`config.mk`:
```
export PLATFORM = sky130hd
export DESIGN_NAME = tfsb_ctrl
export DESIGN_NICKNAME = d
export VERILOG_FILES = /design/src/design/tfsb_pkg.sv /design/src/design/tfsb_ctrl.sv
export SDC_FILE = /design/constraint.sdc
export NUM_CORES = 1
export LEC_CHECK = 0
export ABC_AREA = 1
export BUFFER_PORTS_ARGS = -buffer_cell sky130_fd_sc_hd__buf_2
export CAP_MARGIN = 5
export CORE_MARGIN = 4
export CORE_UTILIZATION = 46
export CTS_CLUSTER_DIAMETER = 150
export CTS_CLUSTER_SIZE = 16
export DETAILED_ROUTE_END_ITERATION = 12
export PLACE_DENSITY = 0.87
export SYNTH_ARGS = -nofsm -noshare
export SYNTH_HDL_FRONTEND = slang
export SYNTH_SLANG_ARGS = --single-unit
```
`constraint.sdc`:
```
create_clock -name aclk -period 1.4 [get_ports aclk]
set_clock_uncertainty 0.15 [all_clocks]
set_input_delay 0.07 -clock aclk [delete_from_list [all_inputs] [get_ports aclk]]
set_output_delay 0.07 -clock aclk [all_outputs]
set_load 0.01 [all_outputs]
```
`src/design/tfsb_pkg.sv`:
```
// shared constants, command and status types and a helper function
// for the triangle fragment shade and blend unit; no dependencies
package tfsb_pkg;

    localparam int TEX_WIDTH  = 512;
    localparam int TEX_HEIGHT = 64;
    localparam int TEX_DEPTH  = 32768;
    localparam int TEX_AW     = 15;
    localparam int TXW        = 12;
    localparam int EW         = 35;
    localparam int MW         = 34;
    localparam int SW         = 52;
    localparam int DW         = 64;
    localparam int QW         = 14;
    localparam int CW         = 4;

    localparam logic [1:0] FUNC_VERTEX = 2'd0;
    localparam logic [1:0] FUNC_TEXEL  = 2'd1;
    localparam logic [1:0] FUNC_FRAG   = 2'd2;
    localparam logic [1:0] SLOT_SETUP  = 2'd2;

    localparam logic [2:0] CFG_CLIP_X_MIN = 3'd0;
    localparam logic [2:0] CFG_CLIP_Y_MIN = 3'd1;
    localparam logic [2:0] CFG_CLIP_X_MAX = 3'd2;
    localparam logic [2:0] CFG_CLIP_Y_MAX = 3'd3;
    localparam logic [2:0] CFG_SURF_W     = 3'd4;
    localparam logic [2:0] CFG_SURF_H     = 3'd5;
    localparam logic [2:0] CFG_TEXTURING  = 3'd6;

    localparam logic [2:0] TERM_R = 3'd0;
    localparam logic [2:0] TERM_A = 3'd3;
    localparam logic [2:0] TERM_U = 3'd4;
    localparam logic [2:0] TERM_V = 3'd5;

    localparam logic [1:0] SEL_AREA = 2'd3;

    typedef struct packed {
        logic       accept;
        logic       area_go;
        logic       edge_go;
        logic [1:0] edge_sel;
        logic       sum_go;
        logic [2:0] term;
        logic       div_load;
        logic       div_step;
        logic       q_store;
        logic       tex_read;
        logic       alpha_go;
        logic       blend_go;
        logic       out_load;
        logic       out_write;
    } tfsb_cmd_t;

    typedef struct packed {
        logic frag_ok;
        logic in_tri;
        logic alpha_zero;
        logic texturing;
    } tfsb_stat_t;

    // exact v / 255 for v up to 255 * 255
    function automatic logic [7:0] div255(input logic [15:0] v);
        logic [16:0] t;
        t = {1'b0, v} + 17'd1 + {9'd0, v[15:8]};
        return t[15:8];
    endfunction

endpackage

```
`src/design/tfsb_ctrl.sv`:
```
// sequencer for the fragment unit: walks setup, edge, divide and blend steps
// depends on tfsb_pkg
module tfsb_ctrl (
    input  logic               aclk,
    input  logic               aresetn,
    input  logic               s_valid,
    output logic               s_ready,
    input  logic [1:0]         s_func,
    input  logic [1:0]         s_vertex_slot,
    output logic               m_valid,
    input  logic               m_ready,
    input  tfsb_pkg::tfsb_stat_t stat,
    output tfsb_pkg::tfsb_cmd_t  cmd
);
    import tfsb_pkg::*;

    typedef enum logic [3:0] {
        S_IDLE, S_AREA, S_CHECK, S_EDGE, S_TEST, S_SUM, S_DLOAD, S_DIV,
        S_QSTORE, S_TEX, S_ALPHA, S_ACHK, S_BLEND, S_OUT_SKIP, S_OUT_WRITE
    } state_t;

    state_t          state_reg;
    logic [CW-1:0]   cnt_reg;
    logic [2:0]      term_reg;
    logic            m_valid_reg;
    logic            out_free;

    assign out_free = !m_valid_reg || m_ready;
    assign s_ready  = (state_reg == S_IDLE);
    assign m_valid  = m_valid_reg;

    always_comb begin
        cmd           = '0;
        cmd.accept    = (state_reg == S_IDLE) && s_valid;
        cmd.area_go   = (state_reg == S_AREA);
        cmd.edge_go   = (state_reg == S_EDGE);
        cmd.edge_sel  = cnt_reg[1:0];
        cmd.sum_go    = (state_reg == S_SUM);
        cmd.term      = term_reg;
        cmd.div_load  = (state_reg == S_DLOAD);
        cmd.div_step  = (state_reg == S_DIV);
        cmd.q_store   = (state_reg == S_QSTORE);
        cmd.tex_read  = (state_reg == S_TEX);
        cmd.alpha_go  = (state_reg == S_ALPHA);
        cmd.blend_go  = (state_reg == S_BLEND);
        cmd.out_load  = ((state_reg == S_OUT_SKIP) || (state_reg == S_OUT_WRITE)) && out_free;
        cmd.out_write = (state_reg == S_OUT_WRITE);
    end

    always_ff @(posedge aclk) begin
        if (!aresetn) begin
            state_reg   <= S_IDLE;
            cnt_reg     <= '0;
            term_reg    <= TERM_R;
            m_valid_reg <= 1'b0;
        end else begin
            if (cmd.out_load) begin
                m_valid_reg <= 1'b1;
            end else if (m_ready) begin
                m_valid_reg <= 1'b0;
            end
            unique case (state_reg)
                S_IDLE: begin
                    if (s_valid) begin
                        if (s_func == FUNC_VERTEX && s_vertex_slot == SLOT_SETUP) begin
                            state_reg <= S_AREA;
                        end else if (s_func == FUNC_FRAG) begin
                            state_reg <= S_CHECK;
                        end
                    end
                end
                S_AREA: state_reg <= S_IDLE;
                S_CHECK: begin
                    cnt_reg   <= '0;
                    state_reg <= stat.frag_ok ? S_EDGE : S_OUT_SKIP;
                end
                S_EDGE: begin
                    if (cnt_reg == CW'(2)) begin
                        state_reg <= S_TEST;
                    end else begin
                        cnt_reg <= cnt_reg + CW'(1);
                    end
                end
                S_TEST: begin
                    term_reg  <= TERM_R;
                    state_reg <= stat.in_tri ? S_SUM : S_OUT_SKIP;
                end
                S_SUM: state_reg <= S_DLOAD;
                S_DLOAD: begin
                    cnt_reg   <= '0;
                    state_reg <= S_DIV;
                end
                S_DIV: begin
                    if (cnt_reg == CW'(QW - 1)) begin
                        state_reg <= S_QSTORE;
                    end else begin
                        cnt_reg <= cnt_reg + CW'(1);
                    end
                end
                S_QSTORE: begin
                    if (term_reg == TERM_A && !stat.texturing) begin
                        state_reg <= S_ALPHA;
                    end else if (term_reg == TERM_V) begin
                        state_reg <= S_TEX;
                    end else begin
                        term_reg  <= term_reg + 3'd1;
                        state_reg <= S_SUM;
                    end
                end
                S_TEX:   state_reg <= S_ALPHA;
                S_ALPHA: state_reg <= S_ACHK;
                S_ACHK:  state_reg <= stat.alpha_zero ? S_OUT_SKIP : S_BLEND;
                S_BLEND: state_reg <= S_OUT_WRITE;
                S_OUT_SKIP, S_OUT_WRITE: begin
                    if (out_free) begin
                        state_reg <= S_IDLE;
                    end
                end
                default: state_reg <= S_IDLE;
            endcase
        end
    end

endmodule

```
; ---- Word level (Yosys, flattened, before mapping)
; Cells that the tools add are included.
[classes]
n_addsub = 2
n_eq_ne = 29
n_mux = 20
reduce_logical = 18
[ops]
columns = operator, n
row1 = one-hot mux 4 bit (13 select lines), 1
row2 = 2-to-1 mux 4 bit, 12
row3 = equality test 4 bit (second input constant), 8
row4 = equality test 4 x 3 -> 1 bit (second input constant), 4
row5 = equality test 4 x 2 -> 1 bit (second input constant), 3
row6 = inequality test 2 bit (second input constant), 6
row7 = one-hot mux 4 bit (3 select lines), 1
row8 = 2-to-1 mux 3 bit, 2
row9 = one-hot mux 3 bit (2 select lines), 1
row10 = AND reduction 3 bit, 2
row11 = AND reduction 5 bit, 1
row12 = adder 4 x 1 -> 4 bit (second input constant), 1
row13 = equality test 2 bit (second input constant), 2
row14 = equality test 4 x 1 -> 1 bit (second input constant), 1
row15 = logical AND 1 bit, 4
row16 = zero test 4 bit, 1
row17 = inequality test 2 x 1 -> 1 bit (second input constant), 2
row18 = nonzero test 2 bit, 2
row19 = OR reduction 2 bit, 2
row20 = adder 3 x 1 -> 3 bit (second input constant), 1
row21 = equality test 3 x 2 -> 1 bit (second input constant), 1
row22 = equality test 3 bit (second input constant), 1
row23 = 2-to-1 mux 1 bit, 3
row24 = inequality test 3 x 1 -> 1 bit (second input constant), 1
row25 = other kinds (4), 6
[word_totals]
reg_bits = 12
in_bits = 12
output_inout_bits = 19

; ---- Longest topological paths before layout
; Gate-level depths: netlist (run 1).
[depth]
ltp_word = 5
ltp_mapped = 10
mapped_depth_nobuf = 10

; ---- Worst setup path before layout (run 1)
; OpenSTA, ideal clock, no wires.
[synth_path]
path_kind = register to register
startpoint = register term_reg[0]
endpoint = register state_reg[2]
setup_ns = 0.070
t_arrival_ns = 1.321
slack_ns = -0.141
stages_incl_launch_ff = 10
path_buffers = 0
path_cell_list = dfxtp_1 -> ha_1 -> ha_1 -> nand2_1 -> nand2_1 -> nor2_2 -> nor2_1 -> nand2_1 -> nand2_1 -> a21oi_1
[synth_via]
elab_chain_len = 4
word_cells_on_any_way = 6
classes_between = 2 x eq/ne / 3 x mux / 1 x reduce/logical
[synth_rtl]
columns = element, line_no
row1 = from (decl), tfsb_ctrl.sv:24  ; logic [2:0] term_reg;
row2 = from (signal assigned), tfsb_ctrl.sv:106  ; term_reg <= term_reg + 3'd1;
row3 = equality test 3 bit / equality test 3 x 2 -> 1 bit (equally long branches), "tfsb_ctrl.sv:103, tfsb_ctrl.sv:101"
row4 = 2-to-1 mux 4 bit / logical AND 1 bit (equally long branches), "tfsb_ctrl.sv:103, tfsb_ctrl.sv:101"
row5 = 2-to-1 mux 4 bit (*), tfsb_ctrl.sv:101  ; if (term_reg == TERM_A && !stat.texturing) begin
row6 = one-hot mux 4 bit (13 select lines) (*), tfsb_ctrl.sv:62  ; unique case (state_reg)
row7 = to (signal assigned), tfsb_ctrl.sv:75  ; state_reg <= stat.frag_ok ? S_EDGE : S_OUT_SKIP;
row8 = to (signal assigned), tfsb_ctrl.sv:86  ; state_reg <= stat.in_tri ? S_SUM : S_OUT_SKIP;
row9 = to (signal assigned), tfsb_ctrl.sv:112  ; S_ACHK: state_reg <= stat.alpha_zero ? S_OUT_SKIP : S_BLEND;
row10 = to (decl), tfsb_ctrl.sv:22  ; state_t state_reg;
; Mark *: on every way between the ends. The rest lies on a longest branch, timed or not.
; A chain may end at the register's enable or synchronous reset.

; ---- Final worst setup path (run 1)
[layout_path]
startpoint = register state_reg[1]
endpoint = register cnt_reg[1]
[layout_via]
elab_chain_len = 4
word_cells_on_any_way = 10
classes_between = 6 x eq/ne / 1 x mux / 3 x reduce/logical
[layout_rtl]
columns = element, line_no
row1 = equality test 4 x 3 -> 1 bit / equality test 4 x 2 -> 1 bit (equally long branches), tfsb_ctrl.sv:62
row2 = OR reduction 2 bit (no source line), --
row3 = nonzero test 3 bit (no source line), --
row4 = AND reduction 3 bit (no source line), --
row5 = to (signal assigned), tfsb_ctrl.sv:81  ; cnt_reg <= cnt_reg + CW'(1);
row6 = to (signal assigned), tfsb_ctrl.sv:97  ; cnt_reg <= cnt_reg + CW'(1);
row7 = to (decl), tfsb_ctrl.sv:23  ; logic [CW-1:0] cnt_reg;
; Parallel ways exist; a longest one is shown, timed or not.

==> parameters.txt, run 1 <==
Parameter                              Value

Status
  Status    finished with violations
  Violated checks    setup timing

Synth
  Synthesized netlist cell count    178
  Post-synth EDFFs    0
  Predominant post-synthesis flop cell    dfxtp_1
  Count of cell types in the netlist    26
  Mean instance size in the synthesized netlist    6.031 µm²
  Synth async-reset ratio    0
  Synthesized netlist net count    196
  Netlist Area Pre-Place    0.001074 mm²
  Synth warn    0
  Sequential element share of the synthesized area    0.2238
  FF+latch count, synth    12

Min path
  Min-Delay Path Class    in -> reg
  Hold path startpoint    m_ready

Setup path
  Startpoint Class    flop
  Critical-path top delay cell    dfxtp_4
  Last element of the critical path    cnt_reg[1]$_SDFFE_PN0P_
  Buffering stage count on the worst path with inverters included    1
  Number of stages on the worst setup path    8
  Largest incremental delay on the critical path    between 0.3 and 0.4 ns
  Internal reg-to-reg setup slack    -0.37 ns
  R2r endpoint    cnt_reg[1]$_SDFFE_PN0P_
  Cell repeated most along the worst path    nand2_2
  CP startpoint    state_reg[1]$_SDFFE_PN0P_
  Data arrival, critical path    roughly 1.8 ns
  CP Cell Sequence    nand2_2 > inv_4 > nand2_2 > nor2_4 > nor3_4 > nand2_1 > o21ai_0 > nor2_1
  Endpoint required time on the critical path    1.42 ns
  Number of cells traversed by the worst register-to-register path    8
  Critical setup path kind    reg -> reg
  Peak fanout along the critical path    5
  Kind of cell adding the most delay to the critical path    simple AND/OR/NAND/NOR gates
  Critical R2R Launch    state_reg[1]$_SDFFE_PN0P_
  Kind of capture point of the worst setup path    flop

Clock tree
  H-tree depth    1
  CTS root buf    clkbuf_4
  Clock transition at the registers of the reported paths    approximately 0.08 ns
  TritonCTS Buffers    3
  Clock tree from TritonCTS    done
  Worst-skew pair later-pin latency    0.28 ns
  TritonCTS Sinks    12
  Max clock buf depth    2

Cells and area
  Most common cell after layout, fill and taps aside    buf_4
  Total inserted antenna cells    0
  Share of layout cells above drive strength 1    0.6124
  Most used cells in the layout excluding fill and tap cells    32 x buf_4, 26 x nand2_1, 24 x buf_6, 22 x nor2_1, 22 x buf_2
  Net count reported at finish    277
  Area added between synthesis and finish    91.03%
  Final core utilization    0.9270
  Count of fill cells added during filler insertion    76

Floorplanning
  Boundary Pins    31
  Effective utilization at floorplan    0.4853
  Full die area    roughly 0.0032 mm²
  Core region area    0.002212 mm²
  Die Y-Extent    56.31 µm
  Die Wd    56.31 µm
  Placement row count    17

Timing
  Max-Slew Margin vs Limit    0.7678
  Portion of the clock cycle consumed by the worst path in the final layout    1.265
  Highest clock rate    564.5 MHz
  Total setup violations reported at the end of the flow    24
  Worst hold margin    0.1464 ns
  Final Hold Fails    0
  Setup total negative slack    -4.344 ns
  Max Slew Vio Count    0
  Final critical-path setup slack    -0.3713 ns
  Final period demand of the worst path    1.771 ns
  Transition time of the tightest slew-check pin    0.3479 ns
  Unrepaired setup endpoints after global routing    true

Power and ir drop
  Sequential cell fraction of total power    0.185
  Switching share of power    0.4808
  Static Leakage    1.016 nW
  Clock network fraction of total power    0.107
  Switching power total    0.001277 W
  Part of the total power dissipated in combinational logic    0.708
  Power density over the cells    1296 mW/mm²
  Internal power    0.001379 W
  Worst vdd ir    roughly 1.3 mV

Drt
  Average detailed-routed wire length per instance    21.82 µm
  Total vias in the final route    roughly 1.8k
  Post-route ant nets    0
  Number of design-rule violations left by the first detailed-router iteration    140
  Number of detailed-routing iterations run before antenna repair    5
  Overall routed net length    6.241 mm
  Vias per std cell    between 6 and 7
  Remaining DRCs    0

GRT
  Sum of overflow across all layers after global routing    0
  Number of antenna violations at the first check in global routing    0
  Maximum number of pins on one net before global-route repair    9
  GR Util All Layers    0.3310
  Number of global-route vias before repair    about 1.7k
  Global-route wire length before repair    8.162 mm

Placement
  Routability congestion estimate from global placement    0.9022
  Detailed placement HPWL    between 2 and 3 mm
  Port Buffer Count    30

Flow run
  Max-cap violation count    0
through the flow:
stage | instances | power (W) | setup WS (ns) | cell area (µm²)
floorplan | 178 | 0.001061 | 0.004144 | 1106
global placement | 265 | 0.001462 | -0.1583 | 1501
detailed placement | 265 | 0.001498 | -0.1602 | 1501
CTS | 285 | 0.002205 | -0.1639 | 1884
global route | 286 | 0.002746 | -0.4150 | 2051
finish | 286 | 0.002657 | -0.3713 | 2051
routing by layer:
metal,up-vias,global-route usage,share of wire,wire (µm)
met1,806,0.3691,0.34,2118
li1,723,-,-,-
met5,-,0,0,0
met4,0,0.1831,0.091,567
met2,197,0.5776,0.46,2888
met3,79,0.07126,0.11,667
how the worst min path moves through the flow:
stage | endpoint | slack [ns] | depth (start not counted)
6_report | state_reg[3]$_SDFFE_PN0P_ | 0.15 | 5
5_1_grt | m_valid$_SDFFE_PN0P_ | 0.15 | 4
4_1_cts | state_reg[3]$_SDFFE_PN0P_ | 0.08 | 5
3_5_place_dp | m_valid$_SDFFE_PN0P_ | 0.22 | 2
3_3_place_gp | m_valid$_SDFFE_PN0P_ | 0.21 | 2
2_1_floorplan | m_valid$_SDFFE_PN0P_ | 0.04 | 1
cell type report:
class,count,area (µm²),share of cell area
Sequential cell,12,262.8,0.1281
Inverter,27,116.4,0.05674
Clock buffer,4,36.28,0.01769
Multi-Input combinational cell,135,954.7,0.4655
Tap cell,28,35.03,0.01708
Timing Repair Buffer,80,645.6,0.3148
repair_timing:
item,CTS,global route
buffers inserted,16,3
gates resized for setup,63,44
endpoints found under the setup margin,24,24
hold buffers,1,0
hold endpoints to repair,4,0
pin swaps,32,18
power groups by stage:
stage / Sequential, W / Combinational (W) / Clock, W
2_1_floorplan: 0.000453 / 0.000608 / 0
3_3_place_gp: 0.000455 / 0.00101 / 0
3_5_place_dp: 0.000458 / 0.00104 / 0
4_1_cts: 0.000468 / 0.00145 / 0.000287
5_1_grt: 0.000491 / 0.00195 / 0.000303
6_report: 0.000492 / 0.00188 / 0.000285
cell families after synthesis:
group           after synthesis  synth area share
compound gates               21            0.1037
xor+xnor                      2           0.01632
fa+ha+maj                     6           0.06993
buf+inv                      31            0.1317
flops                        12            0.2238
simple gates                106            0.4545
synthesized netlist by cell type, types with 3 or more instances:
library cell,count,area (µm²)
nand2_1,47,176.4
inv_1,23,86.33
nand3_1,10,50.05
nand2_2,4,25.02
inv_2,3,11.26
nor2_1,31,116.4
dfxtp_1,12,240.2
ha_1,6,75.07
o21ai_0,7,35.03
nor2_2,4,25.02
a21oi_1,12,60.06
worst reg2reg max path, delay by kind of cell (launching register included):
| kind | cells | cell delay, ns |
|---|---|---|
| compound gates | 1 | 0.13 |
| buf+inv | 1 | 0.08 |
| flops | 1 | 0.39 |
| simple gates | 6 | 0.90 |
Power figures use the tool's default switching activity.
==> inputs of run 2 (changes only) <==
- CORE_ASPECT_RATIO: unset -> 0.6
==> run 2 against run 1 <==
Net effect:
- the flow still finishes with violations (setup timing)
- largest cell class unchanged
- clock power up 38%
- global-route usage down 8.0 points
- critical path depth unchanged
- critical endpoint is now state_reg[3]$_SDFFE_PN0P_
- first-iteration DRC count down 5.0%
==> parameters.txt, run 2 (synthesized netlist as in run 1, its figures left out) <==
Parameter                              Value

Drt
  Vias per std cell    5.825 (-7.7%)
  Number of detailed-routing iterations run before antenna repair    4 (-1)
  Total vias in the final route    1596 (-12%)
  Remaining DRCs    0 (unchanged)
  Post-route ant nets    0 (unchanged)
  Number of design-rule violations left by the first detailed-router iteration    133 (-5.0%)
  Average detailed-routed wire length per instance    19.50 µm (-11%)
  Overall routed net length    5.344 mm (-14%)

Cells and area
  Most used cells in the layout excluding fill and tap cells    32 x nand2_1, 28 x buf_4, 27 x buf_2, 22 x nor2_1, 18 x inv_1
  Total inserted antenna cells    0 (unchanged)
  Area added between synthesis and finish    80.89%
  Count of fill cells added during filler insertion    98 (+29%)
  Most common cell after layout, fill and taps aside    nand2_1
  Net count reported at finish    263 (-5.1%)
  Share of layout cells above drive strength 1    0.5738 (-0.03863)

Setup path
  Data arrival, critical path    1.63 ns (-0.16 ns)
  Critical setup path kind    reg -> reg
  Endpoint required time on the critical path    1.37 ns (-0.05 ns)
  Kind of capture point of the worst setup path    flop
  Startpoint Class    flop
  Peak fanout along the critical path    6 (+1)

Timing
  Unrepaired setup endpoints after global routing    true
  Max Slew Vio Count    0 (unchanged)
  Total setup violations reported at the end of the flow    21 (-13%)
  Final period demand of the worst path    1.658 ns (-0.1135 ns)
  Portion of the clock cycle consumed by the worst path in the final layout    1.184 (-0.08108)
  Highest clock rate    603.2 MHz (+6.8%)
  Final critical-path setup slack    -0.2578 ns (+0.1135 ns)
  Transition time of the tightest slew-check pin    0.3075 ns (-0.04036 ns)
  Final Hold Fails    0 (unchanged)
  Max-Slew Margin vs Limit    0.7943 (+0.02649)

Floorplanning
  Core region area    0.002196 mm² (-0.74%)
  Die Y-Extent    45.42 µm (-19%)
  Effective utilization at floorplan    0.4889 (+0.003595)
  Full die area    0.003196 mm² (+0.79%)
  Boundary Pins    31 (unchanged)
  Die Wd    70.37 µm (+25%)
  Placement row count    13 (-4)

Placement
  Routability congestion estimate from global placement    0.9409 (+4.3%)
  Worst slack at placement    -0.1444 ns (+0.01578 ns)
  Port Buffer Count    30 (unchanged)
  Detailed placement HPWL    2.611 mm (+3.0%)

Clock tree
  Max clock buf depth    2 (unchanged)
  Clock tree from TritonCTS    done
  TritonCTS Sinks    12 (unchanged)
  Worst-skew pair later-pin latency    0.25 ns (-0.03 ns)
  Clock transition at the registers of the reported paths    0.06 ns (-0.02 ns)
  CTS root buf    clkbuf_8
  TritonCTS Buffers    3 (unchanged)
  H-tree depth    1 (unchanged)

GRT
  GR Util All Layers    0.2515 (-0.07950)
  Global-route wire length before repair    6.313 mm (-23%)
  Number of antenna violations at the first check in global routing    0 (unchanged)
  Maximum number of pins on one net before global-route repair    9 (unchanged)
  Number of global-route vias before repair    1383 (-17%)
  Sum of overflow across all layers after global routing    0 (unchanged)

Status
  Violated checks    setup timing
  Status    finished with violations

Power and ir drop
  Overall power consumption    0.002613 W (-1.6%)
  Static Leakage    0.9643 nW (-5.1%)
  Worst vdd ir    1.067 mV (-20%)
  Power density over the cells    1346 mW/mm² (+3.9%)

Min path
  Min-Delay Path Class    in -> reg

Flow run
  Max-cap violation count    0 (unchanged)
run 2: cell count changes in the layout (fill, tap and decap cells not counted), moves of 4 or more:
cell | previous run | this run
buf_4 | 32 | 28
nand2_4 | 7 | 12
buf_2 | 22 | 27
ha_2 | 4 | 0
buf_6 | 24 | 10
o21ai_0 | 5 | 1
nand2_2 | 18 | 7
nand2_1 | 26 | 32
run 2: per-stage QoR:
step	hold slack (ns)	cell area, µm²	utilization	setup TNS [ns]	std cells
after CTS	0.1347	1719	0.7829	-0.5291	271
final	0.1816	1942	0.8843	-2.619	274
after detailed placement	0.1914	1474	0.6712	-1.406	263
after global routing	0.1938	1942	0.8843	-3.440	274
after global placement	0.1812	1474	0.6712	-0.9786	263
after floorplan	0.03779	1106	-	0	178
run 2: power breakdown:
part           leakage, nW  internal (W)  switching, W
logic                0.833      0.000681       0.00101
clock network       0.0288      0.000249      0.000143
registers            0.103      0.000400      0.000127
run 2: final cells by class:
| class | count | area [µm²] | share of cell area |
|---|---|---|---|
| timing repair buffer | 66 | 467.9 | 0.2410 |
| multi-input combinational | 135 | 999.7 | 0.5148 |
| sequential | 12 | 265.3 | 0.1366 |
| clock buffer | 4 | 55.05 | 0.02835 |
| tap | 30 | 37.54 | 0.01933 |
| inverter | 27 | 116.4 | 0.05992 |
run 2: timing repair:
action	in CTS	in global routing
setup buffers	3	3
hold buffers	1	0
pin swaps	17	21
setup endpoints to repair	23	22
gates resized for setup	47	50
hold endpoints to repair	4	0
run 2: worst paths after layout:
kind                                   from                        end  slack (ns)  cells after the start
hold / removal                      m_ready       m_valid$_SDFFE_PN0P_        0.18                      4
setup reg to reg  state_reg[0]$_SDFFE_PN0P_  state_reg[3]$_SDFFE_PN0P_       -0.26                      8
hold reg to reg    term_reg[2]$_SDFFE_PN0P_   term_reg[2]$_SDFFE_PN0P_        0.47                      3
setup / recovery  state_reg[0]$_SDFFE_PN0P_  state_reg[3]$_SDFFE_PN0P_       -0.26                      8
run 2: critical path, stage by stage, from the launching register on:
cell and delay, ns:
dfxtp_4 0.40, nor2_4 0.27, nand2_2 0.15, inv_2 0.11, nand3_2 0.09, nand2_4 0.13, nor2_4 0.07, nand2_1 0.08
a21oi_1 0.09
run 2: layer usage:
layer	vias up	GRT usage	share of wire
li1	684	-	-
met1	701	0.3119	0.35
met2	149	0.4610	0.44
met3	62	0.06167	0.12
met4	0	0.03817	0.080
met5	-	0	0
==> inputs of run 3 (changes only) <==
- CELL_PAD_IN_SITES_DETAIL_PLACEMENT: unset -> 0
- CELL_PAD_IN_SITES_GLOBAL_PLACEMENT: unset -> 1
- CORE_UTILIZATION: 46 -> 31
==> run 3 against run 2 <==
Net effect:
- the flow still finishes with violations (setup timing)
- die area grew 41%
- sequential power decreased by 2%
- clock-buffer cell count stayed put
- cell count grew 6.6%
- critical path depth shrank 2
- non-clock buffer count is 3 higher
- clock power decreased by 17%
- utilization down 26 points
- worst setup slack gained 0.14 ns
- register-to-register slack gained 0.16 ns
- via count decreased by 15%
- sequential share of layout area down 0.38 points
- largest power group unchanged
==> parameters.txt, run 3 (synthesized netlist as in run 1, its figures left out) <==
Parameter                              Value

Power and ir drop
  Static Leakage    0.9967 nW (+3.4%)
  Overall power consumption    0.002311 W (-12%)
  Power density over the cells    1135 mW/mm² (-16%)
  Worst vdd ir    0.8850 mV (-17%)

Cells and area
  Net count reported at finish    266 (+1.1%)
  Area occupied by multi-input gates    0.001032 mm² (+3.3%)
  Most used cells in the layout excluding fill and tap cells    30 x buf_4, 29 x nand2_1, 24 x buf_2, 21 x nor2_1, 14 x buf_6
  Final core utilization    0.6200 (-0.2643)
  Count of fill cells added during filler insertion    302 (+210%)
  Storage cell area    270.3 µm² (+1.9%)
  Most common cell after layout, fill and taps aside    buf_4
  Total inserted antenna cells    0 (unchanged)
  Area added between synthesis and finish    89.63%
  Share of layout cells above drive strength 1    0.6235 (+0.04971)

Status
  Violated checks    setup timing
  Status    finished with violations

Timing
  Max Slew Vio Count    0 (unchanged)
  Final critical-path setup slack    -0.1128 ns (+0.1450 ns)
  Max-Slew Margin vs Limit    0.7942 (about the same)
  Worst hold margin    0.05650 ns (-0.1251 ns)
  Unrepaired setup endpoints after global routing    true
  Final Hold Fails    0 (unchanged)
  Portion of the clock cycle consumed by the worst path in the final layout    1.081 (-0.1036)
  Total setup violations reported at the end of the flow    20 (-4.8%)
  Setup total negative slack    -1.100 ns (+1.519 ns)
  Final period demand of the worst path    1.513 ns (-0.1450 ns)
  Transition time of the tightest slew-check pin    0.3084 ns (+0.0008357 ns)
  Highest clock rate    661.0 MHz (+9.6%)

Drt
  Post-route ant nets    0 (unchanged)
  Remaining DRCs    0 (unchanged)
  Average detailed-routed wire length per instance    12.71 µm (-35%)
  Vias per std cell    4.630 (-21%)
  Number of detailed-routing iterations run before antenna repair    4 (unchanged)
  Overall routed net length    3.711 mm (-31%)
  Total vias in the final route    1352 (-15%)
  Number of design-rule violations left by the first detailed-router iteration    63 (-53%)

Setup path
  Startpoint Class    flop
  Endpoint required time on the critical path    1.18 ns (-0.19 ns)
  Cell repeated most along the worst path    buf_6
  Peak fanout along the critical path    4 (-2)
  Critical-path top delay cell    dfxtp_4
  Kind of cell adding the most delay to the critical path    buffers and inverters
  Critical setup path kind    reg -> out
  R2r endpoint    state_reg[2]$_SDFFE_PN0P_
  Largest incremental delay on the critical path    0.36 ns (-0.04 ns)
  CP Cell Sequence    buf_6 > nor2_4 > nand2_4 > buf_6 > nor2_1 > buf_2
  Buffering stage count on the worst path with inverters included    3 (+2)
  Kind of capture point of the worst setup path    output pin
  Internal reg-to-reg setup slack    -0.10 ns (+0.16 ns)
  Data arrival, critical path    1.29 ns (-0.34 ns)
  Critical R2R Launch    term_reg[1]$_SDFFE_PN0P_
  Number of cells traversed by the worst register-to-register path    9 (+1)

Floorplanning
  Effective utilization at floorplan    0.3270 (-0.1619)
  Die Wd    83.97 µm (+19%)
  Full die area    0.004500 mm² (+41%)
  Die Y-Extent    53.59 µm (+18%)
  Boundary Pins    31 (unchanged)
  Core region area    0.003283 mm² (+50%)
  Placement row count    16 (+3)

Min path
  Hold path startpoint    m_ready
  Min-Delay Path Class    in -> reg
  Hold path depth    3 (-1)
  Hold Path Sink    m_valid$_SDFFE_PN0P_

Clock tree
  Clock transition at the registers of the reported paths    0.06 ns (about the same)
  CTS root buf    clkbuf_8
  TritonCTS Buffers    3 (unchanged)
  Worst-skew pair later-pin latency    0.24 ns (about the same)
  H-tree depth    1 (unchanged)
  TritonCTS Sinks    12 (unchanged)
  Max clock buf depth    2 (unchanged)
  Clock tree from TritonCTS    done

GRT
  Number of global-route vias before repair    1228 (-11%)
  Number of antenna violations at the first check in global routing    0 (unchanged)
  Global-route wire length before repair    5.989 mm (-5.1%)
  GR Util All Layers    0.1662 (-0.08529)
  Maximum number of pins on one net before global-route repair    9 (unchanged)
  Sum of overflow across all layers after global routing    0 (unchanged)

Placement
  Port Buffer Count    30 (unchanged)
  Routability congestion estimate from global placement    0.9154 (-2.7%)
  Detailed placement HPWL    2.680 mm (+2.7%)

Flow run
  Max-cap violation count    0 (unchanged)
[run 3: changes by cell type in the layout (fill, tap and decap cells not counted), moves of 3 or more]
cell,previous run,this run
buf_2,27,24
nand2_1,32,29
nand2_2,7,11
inv_2,5,9
inv_1,18,13
buf_6,10,14
o21ai_1,5,2
o21ai_0,1,4
[run 3: cell type report]
class	count	share of cell area
Multi-Input combinational cell	135	0.5071
Inverter	27	0.05839
Clock buffer	4	0.02213
Tap cell	45	0.02766
Timing Repair Buffer	69	0.2520
Sequential cell	12	0.1328
[run 3: routing by layer]
| metal | up-vias | track usage | wire [µm] |
|---|---|---|---|
| met4 | 0 | 0.01337 | 0 |
| met3 | 0 | 0.03517 | 240 |
| met2 | 41 | 0.2612 | 1603 |
| li1 | 700 | - | - |
| met1 | 611 | 0.2439 | 1867 |
| met5 | - | 0 | 0 |
[run 3: metrics by stage]
stage | worst slack (ns) | instances | cell area (µm²)
2_1_floorplan | 0.004144 | 178 | 1106
3_3_place_gp | -0.1920 | 283 | 1530
3_5_place_dp | -0.1587 | 283 | 1530
4_1_cts | -0.1092 | 291 | 1957
5_1_grt | -0.1585 | 292 | 2036
6_report | -0.1128 | 292 | 2036
[run 3: worst max-delay path by stage]
stage	from	to	cells past startpoint
after detailed placement	cnt_reg[0]$_SDFFE_PN0P_	cnt_reg[1]$_SDFFE_PN0P_	8
after CTS	state_reg[3]$_SDFFE_PN0P_	cmd[16]	6
after global routing	state_reg[3]$_SDFFE_PN0P_	cmd[16]	6
after floorplan	term_reg[0]$_SDFFE_PN0P_	state_reg[2]$_SDFFE_PN0P_	9
final	state_reg[3]$_SDFFE_PN0P_	cmd[16]	6
after global placement	state_reg[0]$_SDFFE_PN0P_	cnt_reg[1]$_SDFFE_PN0P_	8
[run 3: power breakdown]
| part | switching, W | internal (W) |
|---|---|---|
| Clock | 0.000124 | 0.000200 |
| Sequential | 0.000108 | 0.000406 |
| Combinational | 0.000815 | 0.000658 |
[run 3: worst register-to-register path, cell delays in order, from the launching register on]
cell	delay, ns
dfxtp_4	0.36
ha_4	0.16
ha_4	0.16
nand2_4	0.07
nand2_4	0.07
nor2_4	0.18
nor2_1	0.06
nand2_1	0.06
nand2_1	0.05
a21oi_1	0.10
[run 3: what timing repair did]
item                                    in CTS  in global routing
endpoints found under the setup margin      24                 22
hold endpoints to repair                     4                  0
hold buffers                                 1                  0
pin swaps                                   27                 12
gates resized for setup                     96                 19
buffers inserted                             5                  1
